--- src/hw/rtl/port_proto_rule_table_unit_macros.svh ---
// ----------------------------------------------------------------------------
// Assertion macros for the port and protocol rule table
// Shared immediate-implication and next-cycle forms used by the RTL modules.
// ----------------------------------------------------------------------------
`ifndef PORT_PROTO_RULE_TABLE_UNIT_MACROS_SVH
`define PORT_PROTO_RULE_TABLE_UNIT_MACROS_SVH

// The consequent must hold in the same cycle as the antecedent.
`define PPRT_ASSERT_IMP(lbl, clk, rst_n, ante, cons, msg) \
	lbl: assert property (@(posedge clk) disable iff (!rst_n) (ante) |-> (cons)) \
		else $error(msg);

// The consequent must hold in the cycle after the antecedent.
`define PPRT_ASSERT_NXT(lbl, clk, rst_n, ante, cons, msg) \
	lbl: assert property (@(posedge clk) disable iff (!rst_n) (ante) |=> (cons)) \
		else $error(msg);

`endif

--- src/hw/rtl/pprt_pkg.sv ---
// ----------------------------------------------------------------------------
// Rule table package
// Sizes, operation and status codes, and the controller interface types.
// ----------------------------------------------------------------------------
`timescale 1ns / 1ps

package pprt_pkg;

	localparam int NUM_SLOTS   = 16;
	localparam int TARGET_BITS = 32;

	localparam int PORT_W  = 16;
	localparam int PROTO_W = 2;
	localparam int SLOT_W  = (NUM_SLOTS > 1) ? $clog2(NUM_SLOTS) : 1;
	localparam int CNT_W   = $clog2(NUM_SLOTS + 1);
	localparam int ENTRY_W = PORT_W + PROTO_W + TARGET_BITS;

	// External field widths.
	localparam int MODE_W       = 2;
	localparam int STATUS_W     = 2;
	localparam int TGT_IO_W     = 32;
	localparam int HIT_SLOT_W   = 4;
	localparam int RULE_COUNT_W = 5;

	typedef enum logic [MODE_W-1:0] {
		MODE_CLEAR = 2'd0,
		MODE_ADD   = 2'd1,
		MODE_FIND  = 2'd2
	} mode_t;

	typedef enum logic [STATUS_W-1:0] {
		ST_OK   = 2'd0,
		ST_DUP  = 2'd1,
		ST_FULL = 2'd2,
		ST_MISS = 2'd3
	} status_t;

	typedef struct packed {
		logic load_item;
		logic clear;
		logic scan_rst;
		logic scan_en;
		logic write;
		logic load_out;
	} cmd_t;

	typedef struct packed {
		logic scan_last;
		logic is_add;
		logic match;
		logic free;
		logic out_free;
	} sts_t;

endpackage

--- src/hw/rtl/pprt_ram.sv ---
// ----------------------------------------------------------------------------
// Generic RAM
// One write port and one read port with a registered read.
// ----------------------------------------------------------------------------
`timescale 1ns / 1ps

module pprt_ram #(
	parameter int WIDTH = 8,
	parameter int DEPTH = 16,
	parameter int AW    = (DEPTH > 1) ? $clog2(DEPTH) : 1
) (
	input  logic             clk,
	input  logic             we,
	input  logic [AW-1:0]    waddr,
	input  logic [WIDTH-1:0] wdata,
	input  logic             re,
	input  logic [AW-1:0]    raddr,
	output logic [WIDTH-1:0] rdata
);

	logic [WIDTH-1:0] mem_q [DEPTH];
	logic [WIDTH-1:0] rdata_q;

	always_ff @(posedge clk) begin
		if (we) begin
			mem_q[waddr] <= wdata;
		end
		if (re) begin
			rdata_q <= mem_q[raddr];
		end
	end

	assign rdata = rdata_q;

endmodule

--- src/hw/rtl/pprt_ctrl.sv ---
// ----------------------------------------------------------------------------
// Rule table controller
// Sequences the accept, slot scan, decision, write and result hand-off.
// ----------------------------------------------------------------------------
`timescale 1ns / 1ps

`include "port_proto_rule_table_unit_macros.svh"

module pprt_ctrl (
	input  logic                                clk,
	input  logic                                arst_n,
	input  logic                                in_valid,
	input  logic [pprt_pkg::MODE_W-1:0]         in_mode,
	output logic                                in_ready,
	input  pprt_pkg::sts_t                      sts,
	output pprt_pkg::cmd_t                      cmd
);

	import pprt_pkg::*;

	typedef enum logic [4:0] {
		S_IDLE   = 5'b00001,
		S_SCAN   = 5'b00010,
		S_DRAIN  = 5'b00100,
		S_DECIDE = 5'b01000,
		S_DONE   = 5'b10000
	} state_t;

	state_t state_q, state_d;

	always_ff @(posedge clk or negedge arst_n) begin
		if (!arst_n) begin
			state_q <= S_IDLE;
		end else begin
			state_q <= state_d;
		end
	end

	always_comb begin
		state_d  = state_q;
		cmd      = '0;
		in_ready = 1'b0;
		unique case (state_q)
			S_IDLE: begin
				in_ready = 1'b1;
				if (in_valid) begin
					cmd.load_item = 1'b1;
					cmd.scan_rst  = 1'b1;
					unique case (mode_t'(in_mode)) inside
						MODE_CLEAR: begin
							cmd.clear = 1'b1;
							state_d   = S_DONE;
						end
						MODE_ADD, MODE_FIND: state_d = S_SCAN;
						default: state_d = S_DONE;
					endcase
				end
			end
			S_SCAN: begin
				cmd.scan_en = 1'b1;
				if (sts.scan_last) begin
					state_d = S_DRAIN;
				end
			end
			// The last slot's compare lands at the end of this cycle.
			S_DRAIN: state_d = S_DECIDE;
			S_DECIDE: begin
				if (sts.is_add && !sts.match && sts.free) begin
					cmd.write = 1'b1;
				end
				state_d = S_DONE;
			end
			S_DONE: begin
				if (sts.out_free) begin
					cmd.load_out = 1'b1;
					state_d      = S_IDLE;
				end
			end
			default: state_d = S_IDLE;
		endcase
	end

	`PPRT_ASSERT_IMP(a_load_needs_room, clk, arst_n, cmd.load_out, sts.out_free, "result loaded over a waiting result")

endmodule

--- src/hw/rtl/pprt_dp.sv ---
// ----------------------------------------------------------------------------
// Rule table datapath
// Holds the used bits, rule count, entry RAM, scan trackers and result register.
// ----------------------------------------------------------------------------
`timescale 1ns / 1ps

`include "port_proto_rule_table_unit_macros.svh"

module pprt_dp (
	input  logic                                clk,
	input  logic                                arst_n,
	input  pprt_pkg::cmd_t                      cmd,
	output pprt_pkg::sts_t                      sts,
	input  logic [pprt_pkg::MODE_W-1:0]         in_mode,
	input  logic [pprt_pkg::PORT_W-1:0]         in_port,
	input  logic [pprt_pkg::PROTO_W-1:0]        in_proto,
	input  logic [pprt_pkg::TGT_IO_W-1:0]       in_target,
	output logic                                out_valid,
	input  logic                                out_ready,
	output logic [pprt_pkg::STATUS_W-1:0]       out_status,
	output logic [pprt_pkg::HIT_SLOT_W-1:0]     out_hit_slot,
	output logic [pprt_pkg::TGT_IO_W-1:0]       out_target,
	output logic [pprt_pkg::RULE_COUNT_W-1:0]   out_rule_count
);

	import pprt_pkg::*;

	localparam logic [SLOT_W-1:0] LAST_SLOT = SLOT_W'(NUM_SLOTS - 1);

	// Item held for the whole operation.
	logic [MODE_W-1:0]      mode_q;
	logic [PORT_W-1:0]      port_q;
	logic [PROTO_W-1:0]     proto_q;
	logic [TARGET_BITS-1:0] target_q;

	logic [NUM_SLOTS-1:0]   used_q;
	logic [CNT_W-1:0]       count_q;

	logic [SLOT_W-1:0]      scan_q;
	logic                   cmp_vld_s1;
	logic [SLOT_W-1:0]      idx_s1;

	logic                   match_q;
	logic [SLOT_W-1:0]      match_idx_q;
	logic [TARGET_BITS-1:0] match_tgt_q;
	logic                   free_q;
	logic [SLOT_W-1:0]      free_idx_q;

	logic [ENTRY_W-1:0]     rd_entry;
	logic [PORT_W-1:0]      rd_port;
	logic [PROTO_W-1:0]     rd_proto;
	logic [TARGET_BITS-1:0] rd_tgt;
	logic                   rd_used;
	logic                   key_eq;

	logic                    out_valid_q;
	status_t                 res_status;
	logic [SLOT_W-1:0]       res_slot;
	logic [TARGET_BITS-1:0]  res_tgt;
	logic [STATUS_W-1:0]     out_status_q;
	logic [HIT_SLOT_W-1:0]   out_slot_q;
	logic [TGT_IO_W-1:0]     out_target_q;
	logic [RULE_COUNT_W-1:0] out_count_q;

	always_ff @(posedge clk) begin
		if (cmd.load_item) begin
			mode_q   <= in_mode;
			port_q   <= in_port;
			proto_q  <= in_proto;
			target_q <= TARGET_BITS'(in_target);
		end
	end

	always_ff @(posedge clk or negedge arst_n) begin
		if (!arst_n) begin
			used_q  <= '0;
			count_q <= '0;
		end else if (cmd.clear) begin
			used_q  <= '0;
			count_q <= '0;
		end else if (cmd.write) begin
			used_q[free_idx_q] <= 1'b1;
			count_q            <= count_q + CNT_W'(1);
		end
	end

	pprt_ram #(
		.WIDTH (ENTRY_W),
		.DEPTH (NUM_SLOTS)
	) u_entries (
		.clk   (clk),
		.we    (cmd.write),
		.waddr (free_idx_q),
		.wdata ({port_q, proto_q, target_q}),
		.re    (cmd.scan_en),
		.raddr (scan_q),
		.rdata (rd_entry)
	);

	assign rd_port  = rd_entry[ENTRY_W-1 -: PORT_W];
	assign rd_proto = rd_entry[TARGET_BITS +: PROTO_W];
	assign rd_tgt   = rd_entry[TARGET_BITS-1:0];
	assign rd_used  = used_q[idx_s1];
	assign key_eq   = (rd_port == port_q) && (rd_proto == proto_q);

	always_ff @(posedge clk or negedge arst_n) begin
		if (!arst_n) begin
			scan_q     <= '0;
			cmp_vld_s1 <= 1'b0;
			match_q    <= 1'b0;
			free_q     <= 1'b0;
		end else begin
			cmp_vld_s1 <= cmd.scan_en;
			if (cmd.scan_rst) begin
				scan_q  <= '0;
				match_q <= 1'b0;
				free_q  <= 1'b0;
			end else begin
				if (cmd.scan_en) begin
					scan_q <= scan_q + SLOT_W'(1);
				end
				// Only the lowest-indexed match and free slot are kept.
				if (cmp_vld_s1 && rd_used && key_eq && !match_q) begin
					match_q <= 1'b1;
				end
				if (cmp_vld_s1 && !rd_used && !free_q) begin
					free_q <= 1'b1;
				end
			end
		end
	end

	always_ff @(posedge clk) begin
		if (cmd.scan_en) begin
			idx_s1 <= scan_q;
		end
		if (cmp_vld_s1 && rd_used && key_eq && !match_q) begin
			match_idx_q <= idx_s1;
			match_tgt_q <= rd_tgt;
		end
		if (cmp_vld_s1 && !rd_used && !free_q) begin
			free_idx_q <= idx_s1;
		end
	end

	assign sts.scan_last = (scan_q == LAST_SLOT);
	assign sts.is_add    = (mode_q == MODE_ADD);
	assign sts.match     = match_q;
	assign sts.free      = free_q;
	assign sts.out_free  = !out_valid_q || out_ready;

	always_comb begin
		res_status = ST_OK;
		res_slot   = '0;
		res_tgt    = '0;
		unique case (mode_t'(mode_q))
			MODE_ADD: begin
				if (match_q) begin
					res_status = ST_DUP;
					res_slot   = match_idx_q;
				end else if (free_q) begin
					res_slot   = free_idx_q;
				end else begin
					res_status = ST_FULL;
				end
			end
			MODE_FIND: begin
				if (match_q) begin
					res_slot = match_idx_q;
					res_tgt  = match_tgt_q;
				end else begin
					res_status = ST_MISS;
				end
			end
			default: res_status = ST_OK;
		endcase
	end

	always_ff @(posedge clk or negedge arst_n) begin
		if (!arst_n) begin
			out_valid_q <= 1'b0;
		end else if (cmd.load_out) begin
			out_valid_q <= 1'b1;
		end else if (out_ready) begin
			out_valid_q <= 1'b0;
		end
	end

	always_ff @(posedge clk) begin
		if (cmd.load_out) begin
			out_status_q <= res_status;
			out_slot_q   <= HIT_SLOT_W'(res_slot);
			out_target_q <= TGT_IO_W'(res_tgt);
			out_count_q  <= RULE_COUNT_W'(count_q);
		end
	end

	assign out_valid      = out_valid_q;
	assign out_status     = out_status_q;
	assign out_hit_slot   = out_slot_q;
	assign out_target     = out_target_q;
	assign out_rule_count = out_count_q;

	`PPRT_ASSERT_IMP(a_write_guard, clk, arst_n, cmd.write, !match_q && free_q && sts.is_add, "write without a free slot or with a duplicate key")
	`PPRT_ASSERT_IMP(a_count_tracks_used, clk, arst_n, 1'b1, count_q == $countones(used_q), "rule count differs from used bits")
	`PPRT_ASSERT_NXT(a_write_sets_used, clk, arst_n, cmd.write, used_q[$past(free_idx_q)], "written slot not marked used")

endmodule

--- src/hw/rtl/port_proto_rule_table_unit.sv ---
// ----------------------------------------------------------------------------
// Port and protocol rule table
// Stores forwarding rules keyed by listen port and protocol; clear, add, find.
// ----------------------------------------------------------------------------
// Usage: one item enters on the s_ channel and exactly one result item leaves
// on the m_ channel, in order. s_tuser carries the operation (clear, add,
// find); the result's status code travels in m_tuser.
// An add or find scans every slot through the single read port of the entry
// RAM, one slot a cycle, before its result reaches the result register; an
// add that is taken writes the entry in the decision cycle. A clear, or an
// unused operation code, skips the scan. The next item is accepted in the
// cycle after a result is loaded.
// The result sits in an output register, so a new item is accepted and worked
// on while the receiver stalls; the block then waits before loading the next
// result until the held one is taken.
// Reset marks every slot unused and zeroes the rule count at once; the stored
// keys and targets need no clearing as they are only read for used slots.
// ----------------------------------------------------------------------------
`timescale 1ns / 1ps

module port_proto_rule_table_unit (
	input  logic        clk,
	input  logic        arst_n,
	input  logic        s_tvalid,
	output logic        s_tready,
	input  logic [55:0] s_tdata,  // port[15:0], proto[17:16], target_in[49:18], zero fill
	input  logic [1:0]  s_tuser,  // mode[1:0]
	output logic        m_tvalid,
	input  logic        m_tready,
	output logic [47:0] m_tdata,  // hit_slot[3:0], target_out[35:4], rule_count[40:36], zero
	output logic [1:0]  m_tuser   // status[1:0]
);

	import pprt_pkg::*;

	cmd_t cmd;
	sts_t sts;

	logic [HIT_SLOT_W-1:0]   hit_slot;
	logic [TGT_IO_W-1:0]     target_out;
	logic [RULE_COUNT_W-1:0] rule_count;

	pprt_ctrl u_ctrl (
		.clk      (clk),
		.arst_n   (arst_n),
		.in_valid (s_tvalid),
		.in_mode  (s_tuser),
		.in_ready (s_tready),
		.sts      (sts),
		.cmd      (cmd)
	);

	pprt_dp u_dp (
		.clk            (clk),
		.arst_n         (arst_n),
		.cmd            (cmd),
		.sts            (sts),
		.in_mode        (s_tuser),
		.in_port        (s_tdata[15:0]),
		.in_proto       (s_tdata[17:16]),
		.in_target      (s_tdata[49:18]),
		.out_valid      (m_tvalid),
		.out_ready      (m_tready),
		.out_status     (m_tuser),
		.out_hit_slot   (hit_slot),
		.out_target     (target_out),
		.out_rule_count (rule_count)
	);

	assign m_tdata = {7'd0, rule_count, target_out, hit_slot};

endmodule
--- config.mk ---
export PLATFORM = sky130hd
export DESIGN_NAME = port_proto_rule_table_unit
export DESIGN_NICKNAME = d
export VERILOG_FILES = /design/src/hw/rtl/pprt_pkg.sv /design/src/hw/rtl/pprt_ram.sv /design/src/hw/rtl/pprt_ctrl.sv /design/src/hw/rtl/pprt_dp.sv /design/src/hw/rtl/port_proto_rule_table_unit.sv
export VERILOG_INCLUDE_DIRS = /design/src /design/src/hw/rtl
export SDC_FILE = /design/constraint.sdc
export NUM_CORES = 1
export LEC_CHECK = 0
export BUFFER_PORTS_ARGS = -buffer_cell sky130_fd_sc_hd__buf_2
export CORE_MARGIN = 2
export CORE_UTILIZATION = 25
export DETAILED_ROUTE_END_ITERATION = 8
export RECOVER_POWER = 100
export REMOVE_ABC_BUFFERS = 1
export SLEW_MARGIN = 10
export SYNTH_ARGS = -nofsm -noshare
export SYNTH_HDL_FRONTEND = slang
export SYNTH_SLANG_ARGS = --single-unit
--- constraint.sdc ---
create_clock -name clk -period 5 [get_ports clk]
set_clock_uncertainty 0.2 [all_clocks]
set_input_delay 0.25 -clock clk [delete_from_list [all_inputs] [get_ports clk]]
set_output_delay 0.25 -clock clk [all_outputs]
set_load 0.01 [all_outputs]
Word-level counts from Yosys, hierarchy flattened
Memories as Yosys holds them, arrays and structs flattened. A register that Yosys moved wholly into a read port is not among the register bits. Index checks and enable logic that the tools add are counted.

RAM bits: 800. Register bits: 173. Memories: 1. Logic and storage cells: 105. Output and inout port bits: 52. Input bits: 62.

Eq/ne operators: 15. Muxes and demuxes: 40. Add/sub/neg operators: 2. Magnitude comparators: 3. Bitwise gates (word level): 1. Reduce and logical (&&, ||, !) cells: 23.

Memory list: u_dp.u_entries.mem_q (depth 16, width 50, rd ports 1, clocked after memory_dff 1, write ports 1, line pprt_ram.sv:21) `logic [WIDTH-1:0] mem_q [DEPTH];`.

Operators with widths (count): $mux W16 (2); $mux W5 (6); $pmux W5 S5 (1); $mux W4 (5); $mux W1 (17); $eq A16 B16 Y1 (1); $or A16 B16 Y16 (1); $lt A4 B5 Y1 const B (2); $reduce_bool A2 Y1 (5); $logic_and A1 B1 Y1 (9); $pmux W4 S2 (1); $mux W2 (3); $mux W3 (2); $ne A2 B2 Y1 const B (3); $add A5 B1 Y5 const B (1); $eq A5 B1 Y1 const B (1); $eq A5 B2 Y1 const B (1); $eq A5 B3 Y1 const B (1); $eq A5 B4 Y1 const B (1); $eq A5 B5 Y1 const B (1); $add A4 B1 Y4 const B (1); $bmux W1 S4 (1); $demux W1 S4 (1); $eq A2 B1 Y1 const B (2); other kinds (11) (15).

Depth between registers and ports, before layout
Depth in word-level cells: 7. Mapped depth: 8. Depth with buffers taken out: 7.

By module
A second synthesis with hierarchy kept.

Cell total of the unflattened synthesis: 1680. Area total of the unflattened synthesis: 37866.3 µm².

By module, submodules not included: pprt_ram (area an instance 31411.4 µm², seq. area each 25524.5 µm², cells an instance 1294, times used 1); pprt_dp (area an instance 6059.6 µm², seq. area each 4899.7 µm², cells an instance 341, times used 1); pprt_ctrl (area an instance 339.1 µm², seq. area each 126.4 µm², cells an instance 37, times used 1); port_proto_rule_table_unit (area an instance 56.3 µm², seq. area each 0.0 µm², cells an instance 8, times used 1).

Least setup slack after synthesis
Ideal clock, no wire load.

Path type: flip-flop to flip-flop. From: register u_dp.mode_q[1]. To: memory u_dp.u_entries.mem_q[0][0] (netlist bit), enable pin. Arrival time: 4.652 ns. Slack: -0.374 ns. Setup time: 0.522 ns. Required time: 4.278 ns. Stages on the path, launching flop included: 8. Period minus slack after synthesis: 5.374 ns. Buffers on the path: 1. Cells stage by stage: edfxtp_1 > inv_1 > ha_1 > nor2b_1 > and4_1 > buf_2 > nand2_1 > nor3_1.

Longest elaborated chain between the ends: 7.

Ends and longest elaborated chain: start: declaration (line pprt_dp.sv:31) `logic [MODE_W-1:0] mode_q;`; start signal: assignment (line pprt_dp.sv:67) `mode_q <= in_mode;`; $eq A2 B1 Y1 (line pprt_dp.sv:147) `assign sts.is_add = (mode_q == MODE_ADD);`; $logic_and A1 B1 Y1 (2 in a row) (line pprt_ctrl.sv:68) `if (sts.is_add && !sts.match && sts.free) begin`; $mux W1 (line pprt_ctrl.sv:68); $mux W1 (line pprt_ctrl.sv:43) `unique case (state_q)`; $mux W1 (line pprt_ram.sv:25) `if (we) begin`; $mux W1 (implied by the code) (line pprt_ram.sv:26) `mem_q[waddr] <= wdata;`; end: declaration (line pprt_ram.sv:21).

No other way between the ends.

==> results.tsv <==
metric	value	unit
final_hold_viol_count	0	
dp.final_hpwl	45430	um
timing.critical_path.to_type	register	
port_buffers	100	
post-route-drc-count	0	
postRouteWirelength	85220	um
critPathRequiredTime	5.08	ns
timing.reg2reg.worst_path_depth	4	
wl_per_cell	21.09	um
post-route-period-util	83.56	%
clock_tree.root_cell	clkbuf_16	
timing.max_slew.rel_slack	-103.7	%
p_per_area	452.5	nW/um^2
final_critical_path_setup_slack	0.8218	ns
via_count	17570	
number_of_nets_still_failing_antenna_checks_after_routing	0	
start_util	25.19	%
m1WireLength	38260	um
cts_made_buffers	100	
finalWorstPathRequiredPeriod	4.178	ns
run_status	finished, violations left	
synth.mux.area_fraction	13.46	%
core_area	152100	sq um
drtPass1Iterations	5	
post_synth_xor_area_fraction	0.5716	%
wire_length_of_the_first_global_routing_pass	124800	um
avgSynthCellArea	22.38	sq um
postCtsSetupBuffers	0	
ir_worst_vdd	0.0003079	V
post_synth_instance_area	38310	sq um
synth_top_family_by_area	multiplexers	
cts_repair_resize_count	0	
critical_path_buf_inv_count	1	
failed_checks	capacitance limit, slew limit	
initial_antenna_violation_count	7	
grt_max_degree	101	
cp_max_fo	100	
p_leak	13.67	nW
rrSetupSlack	0.82	ns
layout_common_cells	edfxtp_1, mux4_2, clkbuf_1	
synth-simple-area-share	2.495	%
met2WireLength	40320	um
area_delta_synth_final	18.06	%
level_count_of_the_clock_h_tree	3	
worst_setup_sp_type	register	
worst_pin_slew	3.056	ns
syn_inst	1712	
synth.ff_latch_count	1023	
grt_setup_unrepaired	false	
synth_compound_area_share	2.208	%
hold_depth	2	
r2r-start	u_dp.scan_q[1]	
floorplan.die_area	156400	sq um
vias_in_the_first_global_route	18170	
yosysSeqAreaShare	79.75	%
p_total	0.02046	W
cts_tree	built	
layout.cells.most_common	edfxtp_1	
slew_violations	674	
detailedRoute.firstIterationViolations	1646	
die_width	395.5	um
timing.max_cap.violations	16	
worst_hold_path_type	input port to register	
critical-path-slowest-cell	clkbuf_2	
io_pins	114	
vias_per_cell	4.347	
ys_warn_count	0	
layout_cells_sized_above_1	20.82	%
slowest_delay	2.04	ns
globalRouteOverflowTotal	0	
worstReg2RegEnd	u_dp.u_entries.rdata[46]	
routed.top_layer	met4	
clock_tree.buffer_depth	3	
die_h	395.5	um
finalSetupTns	0	ns
global_placement_routability_congestion	0.7158	
asyncSetResetFlopFracSynth	3.324	%
place_worst_setup_slack	1.476	ns
worst-setup-path-type	register to register	
clock_latency_at_the_later_pin_of_the_worst_skew_pair	0.67	ns
dominantRegCellSynth	edfxtp_1	
synth_adder_area_share	0.1633	%
cts.sinks	1023	
fp-row-count	143	
post_synth_num_cell_types	46	
finalSetupViolCount	0	
clock.fmax	0.2393	GHz
hold_crit_start	s_tdata[47]	
cp_cell_sequence	clkbuf_2 -> mux4_2 -> mux2i_1 -> a21oi_1	
fin_hold_ws	0.1181	ns
nFillCells	14700	
routed-wl-met3	4920	um
synth-edff-count	989	
nNetsFinal	1993	
overall_fraction_of_global_route_tracks_in_use	10.76	%
path_clk_slew	0.07	ns
hold_ep	u_dp.target_q[29]	
utilization_of_the_core_after_routing	29.74	%
crit_path_max_delay_family	buffers and inverters	
critical_path_arrival	4.26	ns
state kept, by name, summed over array words and instances (netlist names), 2 cells and up:
signal / cells
u_dp.u_entries.mem_q: 800
u_ctrl.state_q: 5
u_dp.mode_q: 2
u_dp.port_q: 16
u_dp.idx_s1: 4
u_dp.scan_q: 4
u_dp.out_target: 32
u_dp.free_idx_q: 4
u_dp.used_q: 16
u_dp.match_idx_q: 4
u_dp.out_hit_slot: 4
u_dp.count_q: 5
u_dp.match_tgt_q: 32
u_dp.out_rule_count: 5
u_dp.target_q: 32
u_dp.proto_q: 2
u_dp.out_status: 2
u_dp.u_entries.rdata: 50
stage by stage:
step | instance area [sq um] | std cells
floorplan | 37850 | 1625
global placement | 41540 | 3798
detailed placement | 41540 | 3798
CTS | 45490 | 4038
global route | 45220 | 4038
finish | 45230 | 4041
layout make-up:
| class | count | area, sq um | area share (%) |
|---|---|---|---|
| flip-flops and latches | 1023 | 30560 | 67.58 |
| multi-input cells | 594 | 7308 | 16.16 |
| clock buffers | 123 | 2715 | 6.003 |
| well taps | 2030 | 2540 | 5.616 |
| repair buffers | 199 | 1388 | 3.068 |
| clock inverters | 61 | 674.4 | 1.491 |
| inverters | 8 | 30.03 | 0.06640 |
| diodes | 3 | 7.507 | 0.01660 |
report_power, final:
| group | total, W | internal, W | switching, W |
|---|---|---|---|
| logic | 0.00217 | 0.00111 | 0.00105 |
| clock network | 0.00767 | 0.00453 | 0.00314 |
| registers | 0.0106 | 0.0101 | 0.000539 |
| total | 0.0205 | 0.0157 | 0.00473 |
Yosys cell counts, types with 2 or more instances:
cell        n  area [sq um]
o21a_1     16         120.1
a22oi_1     3         22.52
nor2_2      2         12.51
dfrtp_1    33         825.8
mux4_2    204          4594
buf_2      20         100.1
nand2_1    12         45.04
and3_1     35         219.0
nand3_1     3         15.01
buf_4      13         97.59
o21ai_0     6         30.03
and4_1      2         17.52
mux2i_1    55         550.5
clkbuf_1   48         180.2
ha_1        5         62.56
nor2_1     30         112.6
edfxtp_1  989         29700
xnor2_1    18         157.7
buf_1       3         11.26
nand4_1     8         50.05
a211oi_1   50         375.4
or2_2       2         12.51
nor2b_1    52         325.3
a21oi_1    54         270.3
nand2b_1    4         25.02
inv_1       8         30.03
nor3_1      5         25.02
buf_6       8         90.09
xor2_1      7         61.31
worst register-to-register path: cells and delay by family (launching register included):
family                 cells  cell delay, ns
buffers and inverters      1            2.05
multiplexers               2            0.73
AO/OA/AOI/OAI              1            0.10
flip-flops                 1            0.75
layer usage:
metal  up-vias  track usage, %
li1       7542               -
met1      9336           15.10
met2       573           17.25
met3       114           1.858
met4         0           2.784
met5         -               0
repair_timing:
| item | 4_1_cts | 5_1_grt |
|---|---|---|
| hold buffers | 56 | 0 |
| endpoints found under the hold margin | 94 | 0 |
| endpoints found under the setup margin | 0 | 0 |
worst max-delay path by stage:
stage	endpoint	cells past startpoint	startpoint	slack, ns
final	u_dp.u_entries.rdata[46]	4	u_dp.scan_q[1]	0.82
after global routing	u_dp.u_entries.rdata[33]	4	u_dp.scan_q[1]	0.58
after CTS	u_dp.match_tgt_q[5]	6	u_dp.port_q[11]	1.43
after detailed placement	u_dp.match_tgt_q[18]	6	u_dp.port_q[11]	1.48
after global placement	u_dp.u_entries.mem_q[3][3]	7	u_dp.mode_q[1]	1.57
after floorplan	u_dp.u_entries.rdata[0]	4	u_dp.scan_q[0]	-4.44
logic make-up after synthesis:
logic type               after synthesis
flip-flops                          1023
adder cells (fa/ha/maj)                5
XOR/XNOR                              25
other                                  1
buffers and inverters                101
AO/OA/AOI/OAI                        132
multiplexers                         260
AND/OR/NAND/NOR                      165
Note: power is estimated with default switching activity, not from simulation.
